## config.mk

```make
export PLATFORM = sky130hd
export DESIGN_NAME = patch_unfold_pixel_normalizer_top
export DESIGN_NICKNAME = d
export VERILOG_FILES = /design/src/hw/rtl/pfn_pkg.sv /design/src/hw/rtl/pfn_div.sv /design/src/hw/rtl/patch_unfold_pixel_normalizer_top.sv
export VERILOG_INCLUDE_DIRS = /design/src /design/src/hw/rtl
export SDC_FILE = /design/constraint.sdc
export NUM_CORES = 1
export LEC_CHECK = 0
export ABC_CLOCK_PERIOD_IN_PS = 7600
export BUFFER_PORTS_ARGS = -buffer_cell sky130_fd_sc_hd__buf_2
export CORE_MARGIN = 2
export CORE_UTILIZATION = 55
export CTS_BUF_LIST = sky130_fd_sc_hd__clkbuf_8
export DETAILED_ROUTE_END_ITERATION = 8
export GPL_TIMING_DRIVEN = 0
export PLACE_DENSITY_LB_ADDON = 0.2
export SETUP_SLACK_MARGIN = 0.4
export SLEW_MARGIN = 40
export SYNTH_ARGS = -nofsm -noshare
export SYNTH_HDL_FRONTEND = slang
export SYNTH_HIERARCHICAL = 1
export SYNTH_SLANG_ARGS = --single-unit
```

## constraint.sdc

```tcl
create_clock -name i_clk -period 7.6 [get_ports i_clk]
set_input_delay 1.52 -clock i_clk [delete_from_list [all_inputs] [get_ports i_clk]]
set_output_delay 1.52 -clock i_clk [all_outputs]
set_load 0.005 [all_outputs]
```

## src/hw/rtl/patch_unfold_pixel_normalizer_top_assert.svh

```systemverilog
// Assertion macros shared by the normalizer RTL.
// No dependencies; define ASSERT_OFF to compile the checks out.
`ifndef PATCH_UNFOLD_PIXEL_NORMALIZER_TOP_ASSERT_SVH
`define PATCH_UNFOLD_PIXEL_NORMALIZER_TOP_ASSERT_SVH
`ifndef ASSERT_OFF
`define PFN_ASSERT_NEXT(lbl, clk, rstn, ante, cons) \
    lbl: assert property (@(posedge clk) disable iff (!rstn) (ante) |=> (cons)) \
        else $error("assertion failed: next-cycle check");
`define PFN_ASSERT_NOW(lbl, clk, rstn, ante, cons) \
    lbl: assert property (@(posedge clk) disable iff (!rstn) (ante) |-> (cons)) \
        else $error("assertion failed: same-cycle check");
`else
`define PFN_ASSERT_NEXT(lbl, clk, rstn, ante, cons)
`define PFN_ASSERT_NOW(lbl, clk, rstn, ante, cons)
`endif
`endif

```

## src/hw/rtl/pfn_pkg.sv

```systemverilog
// Shared constants, register codes and the fp16 normalization table.
// No dependencies.
package pfn_pkg;

    localparam int PFN_PATCH    = 14;
    localparam int PFN_MAX_SIDE = 1022;
    localparam int PFN_SIDE_W   = 10;
    localparam int PFN_IDX_W    = 20;
    localparam int PFN_HALF_W   = 16;
    localparam int PFN_ADDR_W   = 3;
    localparam int PFN_DATA_W   = 32;
    localparam int NormDen      = 255;

    typedef enum logic [0:0] {
        REG_IMAGE_WIDTH  = 1'b0,
        REG_IMAGE_HEIGHT = 1'b1
    } t_reg_idx;

    typedef logic [PFN_HALF_W-1:0] t_half_lut [0:255];

    // (v/255 - 0.5)/0.5 = (2v-255)/255, rounded once to fp16; the binary
    // expansion repeats every 8 bits, so no tie arises and a single rounding
    // matches the double-then-float-then-half path.
    function automatic t_half_lut build_norm_lut();
        t_half_lut lut;
        int        n;
        int        k;
        int        num;
        int        q;
        int        r;
        int        e;
        logic      sgn;
        for (int v = 0; v < 256; v++) begin
            n   = 2 * v - NormDen;
            sgn = (n < 0);
            if (n < 0) begin
                n = -n;
            end
            k = 0;
            for (int j = 0; j < 8; j++) begin
                if ((n << k) < NormDen) begin
                    k++;
                end
            end
            num = n << (k + 10);
            q   = num / NormDen;
            r   = num - q * NormDen;
            if (2 * r > NormDen) begin
                q++;
            end
            e = 15 - k;
            if (q >= 2048) begin
                q = 1024;
                e++;
            end
            lut[v] = {sgn, 5'(e), 10'(q - 1024)};
        end
        return lut;
    endfunction

    localparam t_half_lut NORM_LUT = build_norm_lut();

endpackage

```

## src/hw/rtl/pfn_div.sv

```systemverilog
// Divide by a constant through a reciprocal multiply, with remainder.
// Depends on nothing; used by the top level for row and size splits.
module pfn_div #(
    parameter int Divisor = 14,
    parameter int InW     = 10,
    parameter int RemW    = 4
) (
    input  logic [InW-1:0]  i_x,
    output logic [InW-1:0]  o_quo,
    output logic [RemW-1:0] o_rem
);
    localparam int DivShift = InW + $clog2(Divisor);
    localparam int MulW     = DivShift + 1;
    localparam int DivMul   = ((1 << DivShift) + Divisor - 1) / Divisor;

    logic [InW+MulW-1:0] w_prod;
    logic [InW-1:0]      w_back;

    assign w_prod = (InW+MulW)'(i_x) * (InW+MulW)'(DivMul);
    assign o_quo  = InW'(w_prod >> DivShift);
    assign w_back = InW'(o_quo * InW'(Divisor));
    assign o_rem  = RemW'(i_x - w_back);
endmodule

```

## src/hw/rtl/patch_unfold_pixel_normalizer_top.sv

```systemverilog
// Patch-unfold pixel normalizer: o_valid marks each accepted start once it has
// passed the register stages below; one pixel accepted every cycle, busy never rises.
// Four register stages: constant divides and table lookup, two multiply
// stages, final multiply-add. The receiver cannot stall the pipe.
// Synchronous active-low reset clears valid bits and sets the sizes to 448.
`include "patch_unfold_pixel_normalizer_top_assert.svh"
module patch_unfold_pixel_normalizer_top
    import pfn_pkg::*;
#(
    parameter int PATCH    = PFN_PATCH,
    parameter int MAX_SIDE = PFN_MAX_SIDE
) (
    input  logic                   i_clk,
    input  logic                   i_rst_n,
    input  logic                   start,
    output logic                   busy,
    input  logic [PFN_SIDE_W-1:0]  i_column,
    input  logic [PFN_SIDE_W-1:0]  i_row,
    input  logic [7:0]             i_red,
    input  logic [7:0]             i_green,
    input  logic [7:0]             i_blue,
    output logic                   o_valid,
    output logic [PFN_IDX_W-1:0]   o_dest_index,
    output logic [PFN_HALF_W-1:0]  o_red_half,
    output logic [PFN_HALF_W-1:0]  o_green_half,
    output logic [PFN_HALF_W-1:0]  o_blue_half,
    input  logic                   psel,
    input  logic                   penable,
    input  logic                   pwrite,
    input  logic [PFN_ADDR_W-1:0]  paddr,
    input  logic [PFN_DATA_W-1:0]  pwdata,
    output logic [PFN_DATA_W-1:0]  prdata,
    output logic                   pready
);
    localparam int RemW = (PATCH > 1) ? $clog2(PATCH) : 1;
    localparam logic [PFN_IDX_W-1:0] PatchIdx = PFN_IDX_W'(PATCH);

    logic [PFN_SIDE_W-1:0] r_image_width, r_image_height;
    logic                  w_cfg_wr;
    t_reg_idx              w_cfg_idx;
    logic [PFN_SIDE_W-1:0] w_cfg_value;
    logic                  w_accept;

    assign pready    = 1'b1;
    assign busy      = 1'b0;
    assign w_accept  = start && !busy;
    assign w_cfg_wr  = psel && penable && pwrite && pready;
    assign w_cfg_idx = t_reg_idx'(paddr[2]);

    // Saturate oversized sizes.
    always_comb begin
        w_cfg_value = pwdata[PFN_SIDE_W-1:0];
        if (32'(pwdata[PFN_SIDE_W-1:0]) > 32'(MAX_SIDE)) begin
            w_cfg_value = PFN_SIDE_W'(MAX_SIDE);
        end
    end

    always_ff @(posedge i_clk) begin
        if (!i_rst_n) begin
            r_image_width  <= PFN_SIDE_W'(448);
            r_image_height <= PFN_SIDE_W'(448);
        end else if (w_cfg_wr) begin
            case (w_cfg_idx)
                REG_IMAGE_WIDTH:  r_image_width  <= w_cfg_value;
                REG_IMAGE_HEIGHT: r_image_height <= w_cfg_value;
                default:          r_image_width  <= r_image_width;
            endcase
        end
    end

    always_comb begin
        case (w_cfg_idx)
            REG_IMAGE_WIDTH:  prdata = PFN_DATA_W'(r_image_width);
            REG_IMAGE_HEIGHT: prdata = PFN_DATA_W'(r_image_height);
            default:          prdata = '0;
        endcase
    end

    // Stage 1: split row, derive patch counts, look up halves.
    logic [PFN_SIDE_W-1:0] w_rq, w_pw, w_ph;
    logic [RemW-1:0]       w_rr, w_pw_rem, w_ph_rem;

    pfn_div #(.Divisor(PATCH), .InW(PFN_SIDE_W), .RemW(RemW)) u_div_row (
        .i_x(i_row), .o_quo(w_rq), .o_rem(w_rr));
    pfn_div #(.Divisor(PATCH), .InW(PFN_SIDE_W), .RemW(RemW)) u_div_w (
        .i_x(r_image_width), .o_quo(w_pw), .o_rem(w_pw_rem));
    pfn_div #(.Divisor(PATCH), .InW(PFN_SIDE_W), .RemW(RemW)) u_div_h (
        .i_x(r_image_height), .o_quo(w_ph), .o_rem(w_ph_rem));

    logic [3:0]            r_vld;
    logic [PFN_SIDE_W-1:0] r1_rq, r1_pw, r1_ph, r1_col, r2_ph, r2_col;
    logic [RemW-1:0]       r1_rr;
    logic [PFN_IDX_W-1:0]  r2_a, r2_b, r3_a, r3_b, r3_col;
    logic [PFN_HALF_W-1:0] r1_hr, r1_hg, r1_hb, r2_hr, r2_hg, r2_hb;
    logic [PFN_HALF_W-1:0] r3_hr, r3_hg, r3_hb;
    logic [3:0]            n_vld;

    assign n_vld = {r_vld[2:0], w_accept};

    always_ff @(posedge i_clk) begin
        if (!i_rst_n) begin
            r_vld <= '0;
        end else begin
            r_vld <= n_vld;
        end
    end

    always_ff @(posedge i_clk) begin
        r1_rq  <= w_rq;
        r1_rr  <= w_rr;
        r1_pw  <= w_pw;
        r1_ph  <= w_ph;
        r1_col <= i_column;
        r1_hr  <= NORM_LUT[i_red];
        r1_hg  <= NORM_LUT[i_green];
        r1_hb  <= NORM_LUT[i_blue];

        r2_a   <= PFN_IDX_W'(r1_rr) * PFN_IDX_W'(r1_pw);
        r2_b   <= PFN_IDX_W'(r1_rq) * PFN_IDX_W'(r1_pw);
        r2_ph  <= r1_ph;
        r2_col <= r1_col;
        r2_hr  <= r1_hr;
        r2_hg  <= r1_hg;
        r2_hb  <= r1_hb;

        r3_a   <= r2_a * PFN_IDX_W'(r2_ph);
        r3_b   <= r2_b * PatchIdx;
        r3_col <= PFN_IDX_W'(r2_col);
        r3_hr  <= r2_hr;
        r3_hg  <= r2_hg;
        r3_hb  <= r2_hb;

        // patch*P + column%P collapses to (row/P)*PW*P + column.
        o_dest_index <= r3_a * PatchIdx + r3_b + r3_col;
        o_red_half   <= r3_hr;
        o_green_half <= r3_hg;
        o_blue_half  <= r3_hb;
    end

    assign o_valid = r_vld[3];

    `PFN_ASSERT_NEXT(a_cfg_width, i_clk, i_rst_n, w_cfg_wr && w_cfg_idx == REG_IMAGE_WIDTH, r_image_width == $past(w_cfg_value))
    `PFN_ASSERT_NEXT(a_cfg_height, i_clk, i_rst_n, w_cfg_wr && w_cfg_idx == REG_IMAGE_HEIGHT, r_image_height == $past(w_cfg_value))
    `PFN_ASSERT_NOW(a_strobe_origin, i_clk, i_rst_n, o_valid && $past(i_rst_n, 4), $past(w_accept, 4))
    `PFN_ASSERT_NOW(a_pipe_tracks, i_clk, i_rst_n, r_vld[1], $past(r_vld[0]))
endmodule

```

==> impl_metrics.toml <==
[run_status]
outcome = "finished clean"

[sta]
clock.fmax_mhz = 178
slew_violations = 0
setup-violations-final = 0
fin_ws_ns = 1.99
clock_skew_ns = 0.0585
holdWs_ns = 0.320
fin_tns_setup_ns = 0
tightestPinTransition_ns = 0.626
rsz0062_at_grt = "false"
finalCritPeriodShare = 0.738
post-route-min-period_ns = 5.61
slew_headroom = 0.581
finalHoldViolations = 0

[cells_and_area]
nFillCells = 4436
drive_gt1_frac = 0.110
syn2layout_area_growth_pct = 10.7
final_cells = 3985
fin_nets = 4011

[clock_network]
cts_root_buf = "clkbuf_8"
cts_tree = "done"
hold_buffers = 0
cts_setup_buffers = 0
cts.path.max_buffers = 3
ctsResizeCount = 0
cts_buffers = 60
clk_pin_slew_worst_paths_ns = 0.07
clkLatencyLatePin_ns = 0.69
clock-sinks = 369
htree_levels = 2

[grt]
grt.total_usage = 0.236
globalRouteMet2Util = 0.410
gr-total-overflow = 0
met3_usage = 0.0330
grt_max_degree = 18
met1_usage = 0.305
grt_pass1_wl_mm = 105
antenna_found_initial = 1
grt.busiest_layer = "met2"
grt_pass1_vias = 22200

[synthesis]
synth_area_sq_mm = 0.0286
synth_area_per_cell_sq_um = 9.45
yosysWarnings = 6
synth_cells = 3028

[floorplanning]
rows = 83
core_area_sq_mm = 0.0514
io-pin-count = 188
start_util = 0.557
dieHeight_um = 232
die_w_um = 232
dieArea_sq_mm = 0.0539

[drt]
ant_nets = 0
drc_errors = 0
drt-initial-drc-count = 1198
vias = 21400
avgViaCountPerCell = 5.37
post_drt_wl_per_cell_um = 15.6
drtPass1Iterations = 5
finalWirelength_mm = 62.3

[place]
gp_congestion = 0.943
dp_cells = 3870
portBuffers = 131
dp_hpwl_mm = 48.7
place_ws_ns = 1.31

[critical_path]
worstSetupStartpointType = "primary input"
slowest_delay_ns = 0.52
crit_path_cell_trace = "buf_2 > inv_1 > ha_1 > fa_1 > inv_1 > fa_1 > ha_1 > fa_1 > ha_1 > and3_1 > and4_4 > and3_4 > or4_4 > and2_2 > xor2_1 > fa_1 > xor2_1 > xnor3_1"
crit_buf_inv = 3
worst_path_most_repeated_cell = "fa_1"
path_delay_family = "adder cells"
critical_path_class = "primary input to register"
path_max_fanout = 5
crit_path_top_delay_cell = "or4_4"
worstPathArrival_ns = 6.14
worstPathRequired_ns = 8.13
worstSetupEndpointType = "register"

[worst_hold_path]
min_path_type = "register to register"

[job]
maxCapViolations = 0
-- per-stage QoR --
step	util	instance area, sq um
finish	0.616	31700
global route	0.616	31700
CTS	0.616	31700
detailed placement	0.588	30200
global placement	0.588	30200
floorplan	-	28700
-- area by class of cell --
class | instances | area [sq um] | area share
Buffer | 149 | 724 | 0.0229
Tap cell | 680 | 851 | 0.0269
Clock buffer | 77 | 1060 | 0.0335
Antenna cell | 1 | 2.50 | 0.0000790
Timing Repair Buffer | 131 | 656 | 0.0207
Sequential cell | 369 | 7390 | 0.233
Multi-Input combinational cell | 2145 | 19100 | 0.604
Inverter | 396 | 1490 | 0.0470
Clock inverter | 37 | 374 | 0.0118
-- registers in the layout, indices dropped and copies added, names as in the netlist, 14 cells and up --
name	count
r3_hg	15
o_red_half	15
r3_hr	15
r1_hr	15
r1_hb	15
r2_hb	15
o_dest_index	20
r1_hg	15
r3_a	19
r2_a	14
r3_b	19
r2_hr	15
o_green_half	15
o_blue_half	15
r2_b	19
r2_hg	15
r3_hb	15
-- placed cells by master (no fill, tap or decap), types with 36 or more instances in the layout --
master,count
a21oi_1,160
nor2_1,126
buf_2,145
clkbuf_8,77
nand2_1,296
and2_1,135
clkbuf_1,86
conb_1,36
fa_1,244
nand3_1,47
buf_4,37
ha_1,430
xnor2_1,87
o21ai_0,120
dfxtp_1,369
inv_1,392
-- path summary, 6_finish.rpt --
path | slack (ns) | endpoint | cells past startpoint | start
worst max-delay path | 1.99 | r1_rr[3] | 18 | i_row[8]
worst min-delay path | 0.32 | r2_hg[8] | 0 | r1_hg[8]
worst max register to register | 2.22 | r2_b[17] | 18 | r1_pw[1]
worst min register to register | 0.32 | r2_hg[8] | 0 | r1_hg[8]
-- per-layer routing --
metal / vias to the layer above / routed length (um)
met5: - / 0
met4: 0 / 1350
met3: 94 / 3400
met2: 595 / 30000
met1: 10200 / 27600
li1: 10500 / -
Power is not shown: default switching activity piles up to over one toggle a cycle in this logic, so the estimate is an artifact.
